### src/hw/rtl/fmed_pkg.sv
// shared types and constants for the frame median sorting core
package fmed_pkg;

  localparam int VALUE_W = 32;
  localparam int ICOUNT_W = 8;

  typedef struct packed {
    logic signed [VALUE_W-1:0] sample_value;
    logic                      last_item;
  } sample_t;

  typedef struct packed {
    logic signed [VALUE_W-1:0] median_value;
    logic [ICOUNT_W-1:0]       item_count;
    logic                      overflow;
  } result_t;

  // per-cycle command broadcast to every cell of the chain
  typedef struct packed {
    logic ins;
    logic shl;
  } cell_ctrl_t;

  typedef enum logic {
    ST_FILL,
    ST_SEEK
  } state_t;

endpackage

### src/hw/rtl/fmed_cell.sv
// one cell of the sorting chain: holds one value, inserts or shifts left
module fmed_cell
  import fmed_pkg::*;
(
  input  logic                      clk,
  input  cell_ctrl_t                ctrl,
  input  logic signed [VALUE_W-1:0] key,
  input  logic                      occupied,
  input  logic                      left_gt,
  input  logic signed [VALUE_W-1:0] left_val,
  input  logic signed [VALUE_W-1:0] right_val,
  output logic signed [VALUE_W-1:0] val,
  output logic                      gt
);

  logic signed [VALUE_W-1:0] val_next;

  // empty cells count as larger than any key; equal keys go after
  assign gt = !occupied || (val > key);

  always_comb begin
    val_next = val;
    if (ctrl.shl) begin
      val_next = right_val;
    end else if (ctrl.ins && gt) begin
      val_next = left_gt ? left_val : key;
    end
  end

  always_ff @(posedge clk) begin
    val <= val_next;
  end

endmodule
### config.mk
export PLATFORM = sky130hd
export DESIGN_NAME = fmed_cell
export DESIGN_NICKNAME = d
export VERILOG_FILES = /design/src/hw/rtl/fmed_pkg.sv /design/src/hw/rtl/fmed_cell.sv
export SDC_FILE = /design/constraint.sdc
export NUM_CORES = 1
export LEC_CHECK = 0
export ABC_AREA = 1
export BUFFER_PORTS_ARGS = -buffer_cell sky130_fd_sc_hd__buf_2
export CAP_MARGIN = 15
export CORE_MARGIN = 2
export CORE_UTILIZATION = 40
export CTS_BUF_LIST = sky130_fd_sc_hd__clkbuf_4 sky130_fd_sc_hd__clkbuf_8
export DETAILED_ROUTE_END_ITERATION = 8
export GPL_TIMING_DRIVEN = 0
export PLACE_DENSITY = 0.73
export REMOVE_ABC_BUFFERS = 1
export SETUP_SLACK_MARGIN = 0.4
export SLEW_MARGIN = 20
export SYNTH_ARGS = -nofsm -noshare
export SYNTH_HDL_FRONTEND = slang
export SYNTH_SLANG_ARGS = --single-unit
### constraint.sdc
create_clock -name clk -period 2.3 [get_ports clk]
set_input_delay 0.115 -clock clk [delete_from_list [all_inputs] [get_ports clk]]
set_output_delay 0.115 -clock clk [all_outputs]
set_load 0.02 [all_outputs]
**Word-level counts from Yosys, hierarchy flattened**

Cells that the tools add are included.

- Register bits after elaboration: 32
- Input bits: 101
- Word-level logic and storage cells: 9

- Order comparisons: 1
- Muxes and demuxes: 3
- Reduce and logical (&&, ||, !) cells: 4

Operator list:

| operator | count |
|---|---|
| 2-to-1 mux 32 bit | 3 |
| greater-than comparator 32 bit | 1 |
| nonzero test 2 bit | 1 |
| logical AND 1 bit | 1 |
| zero test 1 bit | 1 |
| logical OR 1 bit | 1 |

**Longest topological paths before layout**

Gate-level depths: netlist (run 1).

- Word-level depth: 5
- Mapped depth: 18

**Least setup slack after synthesis (run 1)**

OpenSTA, ideal clock, no wires.

- Kind: flip-flop to flip-flop
- From: register val[31]
- To: register val[0] (enable)
- Arrival: 2,325 ps
- Required time: 1,911 ps
- Setup slack: -414 ps
- Cell stages (with the launch flop): 12
- Path through: edfxtp_1 ha_1 nand2_1 nor2_2 nand2_2 nor2_2 nand2_1 nand3_1 nand3_2 nand2_2 nand2_1 nand2_1

- Longest elaborated chain between the ends: 4

RTL lines:

| what | line | RTL |
|---|---|---|
| from (decl) | fmed_cell.sv:12 | `output logic signed [VALUE_W-1:0] val,` |
| from (signal assigned) | fmed_cell.sv:31 | `val <= val_next;` |
| greater-than comparator 32 bit | fmed_cell.sv:19 | `assign gt = !occupied \|\| (val > key);` |
| logical OR 1 bit | fmed_cell.sv:19 |  |
| named net gt | fmed_cell.sv:13 | `output logic gt` |
| logical AND 1 bit | fmed_cell.sv:25 | `end else if (ctrl.ins && gt) begin` |
| nonzero test 2 bit (no line) | -- |  |

The timed path passes the listed nets, and every way through them passes these cells.
A chain may end at the register's enable or synchronous reset.

**Final worst setup path (run 1)**

- From: register val[9]
- To: output port gt

- Longest elaborated chain between the ends: 2

RTL lines:

| what | line |
|---|---|
| greater-than comparator 32 bit | fmed_cell.sv:19 |
| logical OR 1 bit | fmed_cell.sv:19 |
| to (decl) | fmed_cell.sv:13 |

No other way between the ends.

==> results of run 1 <==
layer usage:
metal	global-route usage, %	up-vias
met5	0	-
met4	4.322	0
met3	4.573	8
met2	33.65	89
met1	24.41	1112
li1	-	1290
worst max-delay path, delay by kind of cell, from the launching register on:
family	cells	cell delay, ns
buffers and inverters	1	0.16
and+or+nand+nor	9	0.83
DFF	1	0.43
adders and majority gates	1	0.30
final timing paths:
check / startpoint / endpoint / cells past startpoint
min reg2reg: val[31]$_DFFE_PP_ / val[5]$_DFFE_PP_ / 7
max: val[9]$_DFFE_PP_ / gt / 11
min: right_val[17] / val[17]$_DFFE_PP_ / 2
max reg2reg: val[9]$_DFFE_PP_ / val[26]$_DFFE_PP_ / 11
power groups by stage:
stage	registers [W]	clock network (W)	logic, W
finish	0.000768	0.000404	0.000710
global route	0.000775	0.000448	0.000798
CTS	0.000761	0.000419	0.000659
detailed placement	0.000770	0	0.000582
global placement	0.000766	0	0.000566
floorplan	0.000845	0	0.000277
area by class of cell:
type | instances | area, µm² | share of cell area [%]
multi-input cells | 208 | 1684 | 45.41
clock inverters | 2 | 7.507 | 0.2024
repair buffers | 139 | 733.2 | 19.77
well taps | 75 | 93.84 | 2.530
inverters | 42 | 160.2 | 4.318
clock buffers | 5 | 68.82 | 1.856
flip-flops and latches | 32 | 960.9 | 25.91
timing repair:
action | in CTS | in global routing
resized for setup | 27 | 17
buffers inserted | 1 | 4
pin swaps | 4 | 12
endpoints found under the setup margin | 33 | 33
cloned | 3 | 0
cell families (layout without fill, tap and decap cells):
group                    Yosys count  count (layout)  synth area share [%]
adder cells (fa/ha/maj)           32              32                 15.90
AND/OR/NAND/NOR                   90              93                 14.96
buffers and inverters             55             188                 8.250
AO/OA/AOI/OAI                     83              83                 22.71
flip-flops                        32              32                 38.17
stage by stage:
stage	setup TNS (ns)	total power, W	instance area (µm²)	setup WS (ns)
after floorplan	-13.25	0.001122	2467	-0.4142
after global placement	-23.85	0.001333	3227	-0.7466
after detailed placement	-10.91	0.001352	3229	-0.3424
after CTS	0	0.001838	3515	0.1799
after global routing	0	0.002021	3709	0.06794
final	0	0.001882	3709	0.1873
Yosys cell counts, types with 2 or more instances:
| master | instances |
|---|---|
| sky130_fd_sc_hd__o211ai_1 | 29 |
| sky130_fd_sc_hd__nand3_1 | 2 |
| sky130_fd_sc_hd__o21ai_0 | 2 |
| sky130_fd_sc_hd__nor2_2 | 2 |
| sky130_fd_sc_hd__nor2_1 | 10 |
| sky130_fd_sc_hd__edfxtp_1 | 32 |
| sky130_fd_sc_hd__ha_1 | 32 |
| sky130_fd_sc_hd__clkbuf_1 | 12 |
| sky130_fd_sc_hd__nand2_1 | 69 |
| sky130_fd_sc_hd__inv_1 | 41 |
| sky130_fd_sc_hd__a21oi_1 | 19 |
| sky130_fd_sc_hd__o21a_1 | 31 |
| sky130_fd_sc_hd__nand4_1 | 2 |
| sky130_fd_sc_hd__nand2_2 | 2 |
==> impl_metrics.csv, run 1 <==
group,metric,value,unit
clock_network,cts_buffers,5,
detailed_routing,drt_wl_total,6650,µm
final_layout,top_regs,"val: 32 flops",
worst_hold_path,worst_hold_path_type,"in -> reg",
run_status,outcome,"completed",
critical_path,critical_path_arrival,2.00,ns
timing,finalCritPeriodShare,91.86,%
timing,fin_crit,2.113,ns
critical_path,endpoint_kind,"output pin",
synth,synth.top_cell.area_share,38.17,%
floorplanning,die_footprint,6944,µm²
power_and_ir_drop,p_clk_share,21.5,%
detailed_routing,detailedRoute.firstPassIterationCount,4,
timing,finalHoldWorstSlack,0.1025,ns
critical_path,criticalPathCategory,"reg -> out",
timing,max_freq,473.3,MHz
power_and_ir_drop,power.static_leakage,1.753,nW
detailed_routing,detail_route.wirelength.met1,2874,µm
detailed_routing,antenna_left,0,
synth,dominant_synthesized_flop_cell,"sky130_fd_sc_hd__edfxtp_1",
detailed_routing,highest-signal-layer,"met4",
timing,setup_viol,0,
critical_path,path_common_cell,"sky130_fd_sc_hd__nand2_1",
detailed_routing,detail_route.vias_per_cell,4.968,
clock_network,clock_tree.root_cell,"sky130_fd_sc_hd__clkbuf_8",
clock_network,clock_sinks,32,
power_and_ir_drop,total_switching_power,0.0006430,W
global_route,grt_antenna_before_repair,0,
global_route,largest_net_degree_at_the_start_of_global_routing,66,
synth,synth-edff-count,32,
clock_network,tritoncts,"yes",
global_route,grt_pass1_vias,2540,
synth,syn_inst,292,
critical_path,worstSetupStartpointType,"flop",
floorplanning,start_util,42.02,%
final_layout,finish.utilization,61.90,%
floorplanning,dieHeight,83.33,µm
timing,timing_worst_slew_pin_value,0.7783,ns
final_layout,nFillCells,549,
detailed_routing,met2WireLength,3309,µm
clock_network,cts_hold_buffers,0,
final_layout,largest_reg_flops,32,
detailed_routing,number_of_drc_violations_after_detailed_routing_iteration_0,60,
clock_network,clkTransAtPathRegs,0.07,ns
power_and_ir_drop,power.combinational.fraction,37.8,%
global_route,grt.overflow.total,0,
detailed_routing,wire_per_inst,13.22,µm
floorplanning,core.rowCount,28,
power_and_ir_drop,seqPwrFrac,40.8,%
floorplanning,design.portCount,134,
synth,synth.largest_area_cell,"sky130_fd_sc_hd__edfxtp_1",
power_and_ir_drop,power_report.internal_total,0.001239,W
clock_network,htreeDepth,2,
critical_path,worst_path_maximum_fanout,2,
power_and_ir_drop,swShare,34.17,%
place,hpwlAfterDp,4668,µm
place,port_buffers,133,
synth,postSynthAreaPerCell,8.621,µm²
final_layout,num-nets-final,561,
final_layout,registers.top_by_ff_count,"val",
final_layout,most_common_cell_after_layout_fill_and_taps_aside,"sky130_fd_sc_hd__buf_2",
synth,synthesis.yosys.warnings,0,
timing,rsz0062_at_grt,"true",
final_layout,final_instance_count_excl_fillers,503,
synth,ys_seq_elements,32,
place,place_congestion,0.7671,
detailed_routing,residual_drc,0,
synth,netlist_area,2517,µm²
synth,synth.distinct_cells,21,
final_layout,synthToLayoutAreaGrowth,47.32,%
synth,yosysSeqAreaShare,38.17,%
power_and_ir_drop,areal_power_density_over_the_cells,507.4,nW/µm²
synth,synth-async-reset-ratio,0,%
floorplanning,fp.dieW,83.33,µm
detailed_routing,dr_wl_met3,392,µm
final_layout,insertedDiodeCount,0,
clock_network,clock_tree.buffer_depth,2,
critical_path,reg2reg_setup_slack,0.20,ns
critical_path,cpPeakStageDelay,0.43,ns
clock_network,insertion_delay,0.28,ns
critical_path,worst_path_max_delay_cell,"sky130_fd_sc_hd__edfxtp_1",
floorplanning,coreArea,5991,µm²
timing,hold_viol_final,0,
critical_path,crit_chain,"ha_4 -> nand4_1 -> nor3_2 -> nand2_1 -> nand2_1 -> nand2_2 -> nand2_1 -> nand2_1 -> nand3_2 -> nand2_4 -> buf_4",
timing,final_max_slew_viol_count,0,
critical_path,worstPathRequired,2.18,ns
run,drv.max_cap_violation_count,0,
place,placedCellCount,487,
detailed_routing,dr_total_vias,2499,
synth,post_synth_main_area_contributors,"sky130_fd_sc_hd__edfxtp_1 (38%), sky130_fd_sc_hd__ha_1 (16%), sky130_fd_sc_hd__nand2_1 (10%)",
final_layout,most_frequent_cells_in_the_layout,"sky130_fd_sc_hd__buf_2 (132), sky130_fd_sc_hd__nand2_1 (62), sky130_fd_sc_hd__inv_1 (40)",
global_route,grt_pass1_wl,11220,µm
global_route,globalRouteTotalUtil,19.37,%
final_layout,drive_gt1_share,43.69,%
timing,skew,0.005962,ns
timing,relSlewSlack,48.11,%
power_and_ir_drop,ir_worst_vdd,0.3145,mV
Power figures use the tool's default switching activity.
==> run 2: changes to the inputs <==
PLACE_DENSITY = 0.71   (was 0.73)
clock period = 2.7 ns   (was 2.3 ns; I/O delays follow)
==> run 2 against run 1 <==
  * Global-route usage is 1.4 points lower
  * Sequential share of layout area up 1.5 points
  * Critical path depth rose by 1
  * Sequential power is 16% lower
  * Cell count decreased by 0.60%
  * Count of clock-buffer cells in the layout did not move
  * Worst hold slack improved by 0.021 ns
  * Die area is the same
  * Power decreased by 18%
  * Worst setup slack better by 0.35 ns
  * Clock power down 12%
  * Register-to-register slack improved by 0.33 ns
==> impl_metrics.csv, run 2 (synthesized netlist as in run 1, its figures left out) <==
group,metric,value,unit
global_route,globalRouteTotalUtil,17.97,%
detailed_routing,number_of_drc_violations_after_detailed_routing_iteration_0,53,
floorplanning,die_footprint,6944,µm²
worst_hold_path,worst_hold_path_type,"in -> reg",
global_route,largest_net_degree_at_the_start_of_global_routing,63,
run_status,outcome,"completed",
detailed_routing,drt_wl_total,6297,µm
global_route,grt_pass1_wl,10510,µm
final_layout,registers.top_by_ff_count,"val",
timing,timing_worst_slew_pin_value,1.046,ns
final_layout,largest_reg_flops,32,
global_route,grt_pass1_vias,2487,
timing,setup_viol,0,
clock_network,clock_sinks,32,
critical_path,worstPathRequired,2.69,ns
critical_path,endpoint_kind,"flop",
worst_hold_path,timing.hold.worst_endpoint,"val[8]$_DFFE_PP_",
final_layout,final_instance_count_excl_fillers,500,
critical_path,worstSetupStartpointType,"flop",
critical_path,worst_path_maximum_fanout,8,
timing,relSlewSlack,30.16,%
critical_path,critical_path_arrival,2.16,ns
floorplanning,dieHeight,83.33,µm
power_and_ir_drop,power.static_leakage,1.739,nW
critical_path,reg2reg_setup_slack,0.53,ns
clock_network,cts_buffers,5,
worst_hold_path,hold_depth,2,
timing,fin_crit,2.166,ns
detailed_routing,residual_drc,0,
detailed_routing,detail_route.vias_per_cell,4.960,
timing,skew,0.008119,ns
worst_hold_path,hold_start,"right_val[8]",
clock_network,tritoncts,"yes",
clock_network,clock_tree.buffer_depth,2,
final_layout,drive_gt1_share,39.53,%
place,placed_area,3257,µm²
place,hpwlAfterDp,4663,µm
global_route,grt.overflow.total,0,
clock_network,cts_hold_buffers,0,
place,placedCellCount,488,
critical_path,r2r.worst_path.cells,12,
timing,final_max_slew_viol_count,0,
final_layout,top_regs,"val: 32 flops",
global_route,grt_antenna_before_repair,0,
detailed_routing,dr_total_vias,2480,
power_and_ir_drop,areal_power_density_over_the_cells,441.9,nW/µm²
clock_network,htreeDepth,2,
final_layout,layout.cell_area.non_filler,3501,µm²
detailed_routing,wire_per_inst,12.59,µm
critical_path,worstReg2RegStart,"val[21]$_DFFE_PP_",
timing,rsz0062_at_grt,"true",
critical_path,criticalPathCategory,"reg -> reg",
place,port_buffers,133,
floorplanning,fp.dieW,83.33,µm
final_layout,most_frequent_cells_in_the_layout,"sky130_fd_sc_hd__buf_2 (133), sky130_fd_sc_hd__nand2_1 (64), sky130_fd_sc_hd__inv_1 (40)",
clock_network,insertion_delay,0.28,ns
floorplanning,design.portCount,134,
timing,worst_slack,0.5343,ns
detailed_routing,antenna_left,0,
power_and_ir_drop,total_power,0.001547,W
timing,max_freq,461.7,MHz
critical_path,worst_r2r_endpoint,"val[30]$_DFFE_PP_",
timing,finalCritPeriodShare,80.21,%
timing,hold_viol_final,0,
final_layout,most_common_cell_after_layout_fill_and_taps_aside,"sky130_fd_sc_hd__buf_2",
final_layout,synthToLayoutAreaGrowth,39.07,%
power_and_ir_drop,ir_worst_vdd,0.2168,mV
floorplanning,core.rowCount,28,
place,place_congestion,0.7463,
final_layout,num-nets-final,557,
clock_network,clock_tree.root_cell,"sky130_fd_sc_hd__clkbuf_8",
final_layout,insertedDiodeCount,0,
floorplanning,coreArea,5991,µm²
floorplanning,start_util,42.02,%
clock_network,clkTransAtPathRegs,0.07,ns
place,pre_cts_ws,0.1897,ns
run,drv.max_cap_violation_count,0,
detailed_routing,detailedRoute.firstPassIterationCount,4,
[run 2: changes by cell type in the layout (fill, tap and decap cells not counted), moves of 3 or more]
cell,previous run,this run
sky130_fd_sc_hd__a21oi_2,6,3
sky130_fd_sc_hd__nand2_8,5,1
sky130_fd_sc_hd__ha_4,14,5
sky130_fd_sc_hd__buf_4,6,2
sky130_fd_sc_hd__ha_1,18,27
sky130_fd_sc_hd__a21oi_1,13,17
[run 2: how the worst max path moves through the flow]
stage          slack [ns]           endpoint              start  cells after the start
2_1_floorplan       -0.01   val[0]$_DFFE_PP_  val[31]$_DFFE_PP_                     11
5_1_grt              0.37  val[30]$_DFFE_PP_  val[18]$_DFFE_PP_                     15
6_report             0.53  val[30]$_DFFE_PP_  val[21]$_DFFE_PP_                     12
3_3_place_gp        -0.37  val[23]$_DFFE_PP_  val[23]$_DFFE_PP_                     11
3_5_place_dp         0.19  val[11]$_DFFE_PP_  val[23]$_DFFE_PP_                     12
4_1_cts              0.43   val[4]$_DFFE_PP_  val[23]$_DFFE_PP_                     12
[run 2: metal layers]
metal	wire [µm]	share of wire [%]	vias to the layer above	GRT usage [%]
met5	0	0	-	0
met3	323	5.1	4	4.374
met2	3140	50	79	32.40
met4	35	0.56	0	3.875
met1	2797	44	1122	21.58
li1	-	-	1275	-
[run 2: report_power, final]
group          total [W]  internal, W  switching, W
Clock           0.000355     0.000175      0.000180
Combinational   0.000547     0.000242      0.000304
Sequential      0.000645     0.000616     0.0000296
Total            0.00155      0.00103      0.000514
[run 2: final cells by class]
class                      count  area, µm²
sequential                    32      960.9
clock inverter                 3      13.76
fill                         572       2490
clock buffer                   5      68.82
timing repair buffer         138      753.2
tap                           75      93.84
multi-input combinational    205       1453
inverter                      42      157.7
[run 2: critical path, cell delays in order, from the launching register on]
cell	delay, ns
sky130_fd_sc_hd__edfxtp_1	0.39
sky130_fd_sc_hd__ha_1	0.30
sky130_fd_sc_hd__a21oi_1	0.15
sky130_fd_sc_hd__o21a_1	0.15
sky130_fd_sc_hd__nand2_2	0.07
sky130_fd_sc_hd__a21oi_2	0.16
sky130_fd_sc_hd__nand2_1	0.06
sky130_fd_sc_hd__nand2_1	0.08
sky130_fd_sc_hd__nand3_2	0.07
sky130_fd_sc_hd__nand2_2	0.10
sky130_fd_sc_hd__nand2_4	0.07
sky130_fd_sc_hd__nand2_8	0.09
sky130_fd_sc_hd__clkbuf_16	0.18
[run 2: repair_timing]
item / CTS / global route
pin swaps: 0 / 9
gates resized for setup: 2 / 14
endpoints found under the setup margin: 32 / 33
gates cloned: 0 / 1
setup buffers: 2 / 1
[run 2: per-stage QoR]
stage               hold WS, ns  util (%)  setup TNS, ns
floorplan                0.3211         -        -0.4545
global placement         0.4087     53.86         -11.73
detailed placement       0.4090     54.37              0
CTS                      0.1123     56.43              0
global route             0.1058     58.44              0
finish                   0.1233     58.44              0
==> run 3: changes to the inputs <==
ABC_AREA = 0   (was 1)
clock period = 2.2 ns   (was 2.7 ns; I/O delays follow)
==> run 3 against run 2 <==
  * The run now ends with setup timing left
  * Global-route usage shrank 0.28 points
  * Sequential power rose by 26%
  * Synthesized area fell by 1.7%
  * Worst setup slack lost 0.70 ns
  * Fmax down 8.5%
==> impl_metrics.csv, run 3 <==
group,metric,value,unit
run_status,outcome,"finished with violations",
run_status,violations,"setup timing",
floorplanning,fp.dieW,82.66,µm
synth,synth-async-reset-ratio,0,%
clock_network,clock_tree.root_cell,"sky130_fd_sc_hd__clkbuf_8",
synth,synthesis.yosys.warnings,0,
synth,synth.top_cell.area_share,38.83,%
critical_path,reg2reg_setup_slack,-0.17,ns
place,hpwlAfterDp,4657,µm
final_layout,drive_gt1_share,40.55,%
critical_path,criticalPathCategory,"reg -> reg",
final_layout,registers.top_by_ff_count,"val",
timing,skew,0.005368,ns
timing,finalHoldWorstSlack,0.09749,ns
final_layout,top_regs,"val: 32 flops",
synth,netlist_area,2475,µm²
worst_hold_path,hold_depth,3,
final_layout,most_common_cell_after_layout_fill_and_taps_aside,"sky130_fd_sc_hd__buf_2",
global_route,globalRouteTotalUtil,17.68,%
critical_path,worstReg2RegStart,"val[5]$_DFFE_PP_",
timing,timing_worst_slew_pin_value,0.9775,ns
detailed_routing,residual_drc,0,
final_layout,most_frequent_cells_in_the_layout,"sky130_fd_sc_hd__buf_2 (132), sky130_fd_sc_hd__nand2_1 (38), sky130_fd_sc_hd__inv_1 (35), sky130_fd_sc_hd__o21ai_0 (35)",
clock_network,clkTransAtPathRegs,0.07,ns
detailed_routing,wire_per_inst,13.26,µm
critical_path,worst_path_max_delay_cell,"sky130_fd_sc_hd__edfxtp_1",
clock_network,cts_buffers,5,
detailed_routing,antenna_left,0,
place,port_buffers,133,
synth,yosysSeqAreaShare,38.83,%
synth,dominant_synthesized_flop_cell,"sky130_fd_sc_hd__edfxtp_1",
critical_path,r2r.worst_path.cells,8,
final_layout,nFillCells,548,
clock_network,cts_hold_buffers,0,
worst_hold_path,timing.hold.worst_endpoint,"val[29]$_DFFE_PP_",
critical_path,worstSetupStartpointType,"flop",
timing,max_freq,422.6,MHz
worst_hold_path,hold_start,"right_val[29]",
clock_network,htreeDepth,2,
critical_path,endpoint_kind,"flop",
detailed_routing,drt_wl_total,6258,µm
power_and_ir_drop,areal_power_density_over_the_cells,553.5,nW/µm²
power_and_ir_drop,ir_worst_vdd,0.3394,mV
final_layout,synthToLayoutAreaGrowth,42.01,%
critical_path,worst_r2r_endpoint,"val[22]$_DFFE_PP_",
synth,post_synth_main_area_contributors,"sky130_fd_sc_hd__edfxtp_1 (39%), sky130_fd_sc_hd__ha_1 (16%), sky130_fd_sc_hd__mux2i_1 (13%)",
global_route,grt_antenna_before_repair,0,
final_layout,insertedDiodeCount,0,
synth,postSynthAreaPerCell,9.519,µm²
synth,yosysMostFrequentCell,"sky130_fd_sc_hd__nand2_1",
global_route,grt_pass1_vias,2128,
timing,final_max_slew_viol_count,0,
timing,rsz0062_at_grt,"true",
critical_path,cpPeakStageDelay,0.43,ns
place,place_congestion,0.6982,
detailed_routing,dr_total_vias,2324,
timing,setup_viol,33,
worst_hold_path,worst_hold_path_type,"in -> reg",
global_route,grt_pass1_wl,9266,µm
run,drv.max_cap_violation_count,0,
critical_path,worst_path_maximum_fanout,8,
synth,ys_seq_elements,32,
synth,synth.largest_area_cell,"sky130_fd_sc_hd__edfxtp_1",
synth,syn_inst,260,
critical_path,critical_path_arrival,2.37,ns
timing,finalCritPeriodShare,107.6,%
floorplanning,dieHeight,82.66,µm
clock_network,clock_tree.buffer_depth,2,
clock_network,insertion_delay,0.28,ns
power_and_ir_drop,power.static_leakage,1.830,nW
final_layout,num-nets-final,530,
clock_network,clock_sinks,32,
synth,synth.top_cells.by_count,"sky130_fd_sc_hd__nand2_1 (38), sky130_fd_sc_hd__inv_1 (35), sky130_fd_sc_hd__o21ai_0 (35)",
global_route,largest_net_degree_at_the_start_of_global_routing,66,
detailed_routing,number_of_drc_violations_after_detailed_routing_iteration_0,86,
clock_network,tritoncts,"yes",
final_layout,largest_reg_flops,32,
global_route,grt.overflow.total,0,
timing,worst_slack,-0.1665,ns
critical_path,worstPathRequired,2.20,ns
timing,fin_crit,2.367,ns
synth,synth.distinct_cells,25,
detailed_routing,detailedRoute.firstPassIterationCount,4,
synth,synth-edff-count,32,
floorplanning,design.portCount,134,
timing,hold_viol_final,0,
critical_path,crit_chain,"ha_4 -> a21o_1 -> nand3_2 -> a2111oi_4 -> a211oi_2 -> o211a_1 -> o21ai_4 -> clkbuf_16",
timing,relSlewSlack,34.84,%
floorplanning,coreArea,5956,µm²
floorplanning,core.rowCount,28,
floorplanning,die_footprint,6833,µm²
floorplanning,start_util,41.55,%
final_layout,finish.utilization,59.01,%
detailed_routing,detail_route.vias_per_cell,4.924,
-- run 3: cell count changes after synthesis, sizes merged, moves of 3 or more --
cell	delta
o21a	-30
nand2	-33
o21ai	+35
nor2	-10
nand4	+3
a21oi	-6
inv	-7
mux2i	+32
o211ai	-29
clkbuf	-4
-- run 3: what timing repair did --
action / in CTS / in global routing
pin swaps: 7 / 4
gates resized for setup: 7 / 9
cloned: 0 / 1
setup buffers: 4 / 2
setup endpoints to repair: 33 / 33
-- run 3: per-stage QoR --
| stage | TNS [ns] | std cells | setup WS (ns) | total power, W | area [µm²] |
|---|---|---|---|---|---|
| global route | -8.001 | 472 | -0.2552 | 0.002082 | 3515 |
| global placement | -66.59 | 457 | -2.083 | 0.001429 | 3189 |
| detailed placement | -15.71 | 458 | -0.5723 | 0.001460 | 3228 |
| finish | -4.870 | 472 | -0.1665 | 0.001945 | 3515 |
| floorplan | -41.39 | 249 | -1.293 | 0.001178 | 2430 |
| CTS | -3.710 | 469 | -0.1159 | 0.001929 | 3406 |
-- run 3: layout make-up --
type                       count  area [µm²]  share of cell area [%]
multi-input combinational    182        1490                   42.40
sequential                    32       960.9                   27.34
timing repair buffer         141       762.0                   21.68
inverter                      35       131.4                   3.738
tap                           75       93.84                   2.670
clock buffer                   5       68.82                   1.958
clock inverter                 2       7.507                  0.2136
-- run 3: layer usage --
layer  share of wire (%)  global-route usage (%)  wire, µm
met5                   0                       0         0
met4                 1.1                   5.246        71
met3                 7.9                   5.652       496
met1                  39                   19.52      2457
met2                  52                   32.26      3233
-- run 3: critical path: cells and delay by family, from the launching register on --
kind	cells	cell delay [ns]
compound gates	5	1.04
flops	1	0.43
fa+ha+maj	1	0.29
simple gates	1	0.10
buf+inv	1	0.21
-- run 3: worst max path at each step --
stage | start | endpoint | cells after the start | slack (ns)
after floorplan | val[14]$_DFFE_PP_ | val[0]$_DFFE_PP_ | 6 | -1.29
after global placement | val[23]$_DFFE_PP_ | val[27]$_DFFE_PP_ | 6 | -2.08
after detailed placement | val[23]$_DFFE_PP_ | val[22]$_DFFE_PP_ | 7 | -0.57
after CTS | val[5]$_DFFE_PP_ | gt | 8 | -0.12
after global routing | val[23]$_DFFE_PP_ | val[14]$_DFFE_PP_ | 7 | -0.26
final | val[5]$_DFFE_PP_ | val[22]$_DFFE_PP_ | 8 | -0.17
-- run 3: report_power, final --
| part | leakage [nW] | internal [W] | total (W) | switching (W) |
|---|---|---|---|---|
| registers | 0.332 | 0.000768 | 0.000813 | 0.0000455 |
| logic | 1.46 | 0.000313 | 0.000709 | 0.000396 |
| clock network | 0.0391 | 0.000209 | 0.000423 | 0.000214 |
| total | 1.83 | 0.00129 | 0.00195 | 0.000655 |
-- run 3: cells by family (layout without fill, tap and decap cells) --
kind of cell | after synthesis | after routing | share of synthesized area (%)
mux | 32 | 32 | 12.94
simple gates | 56 | 56 | 10.72
flops | 32 | 32 | 38.83
buf+inv | 46 | 183 | 7.128
fa+ha+maj | 32 | 32 | 16.18
compound gates | 62 | 62 | 14.21
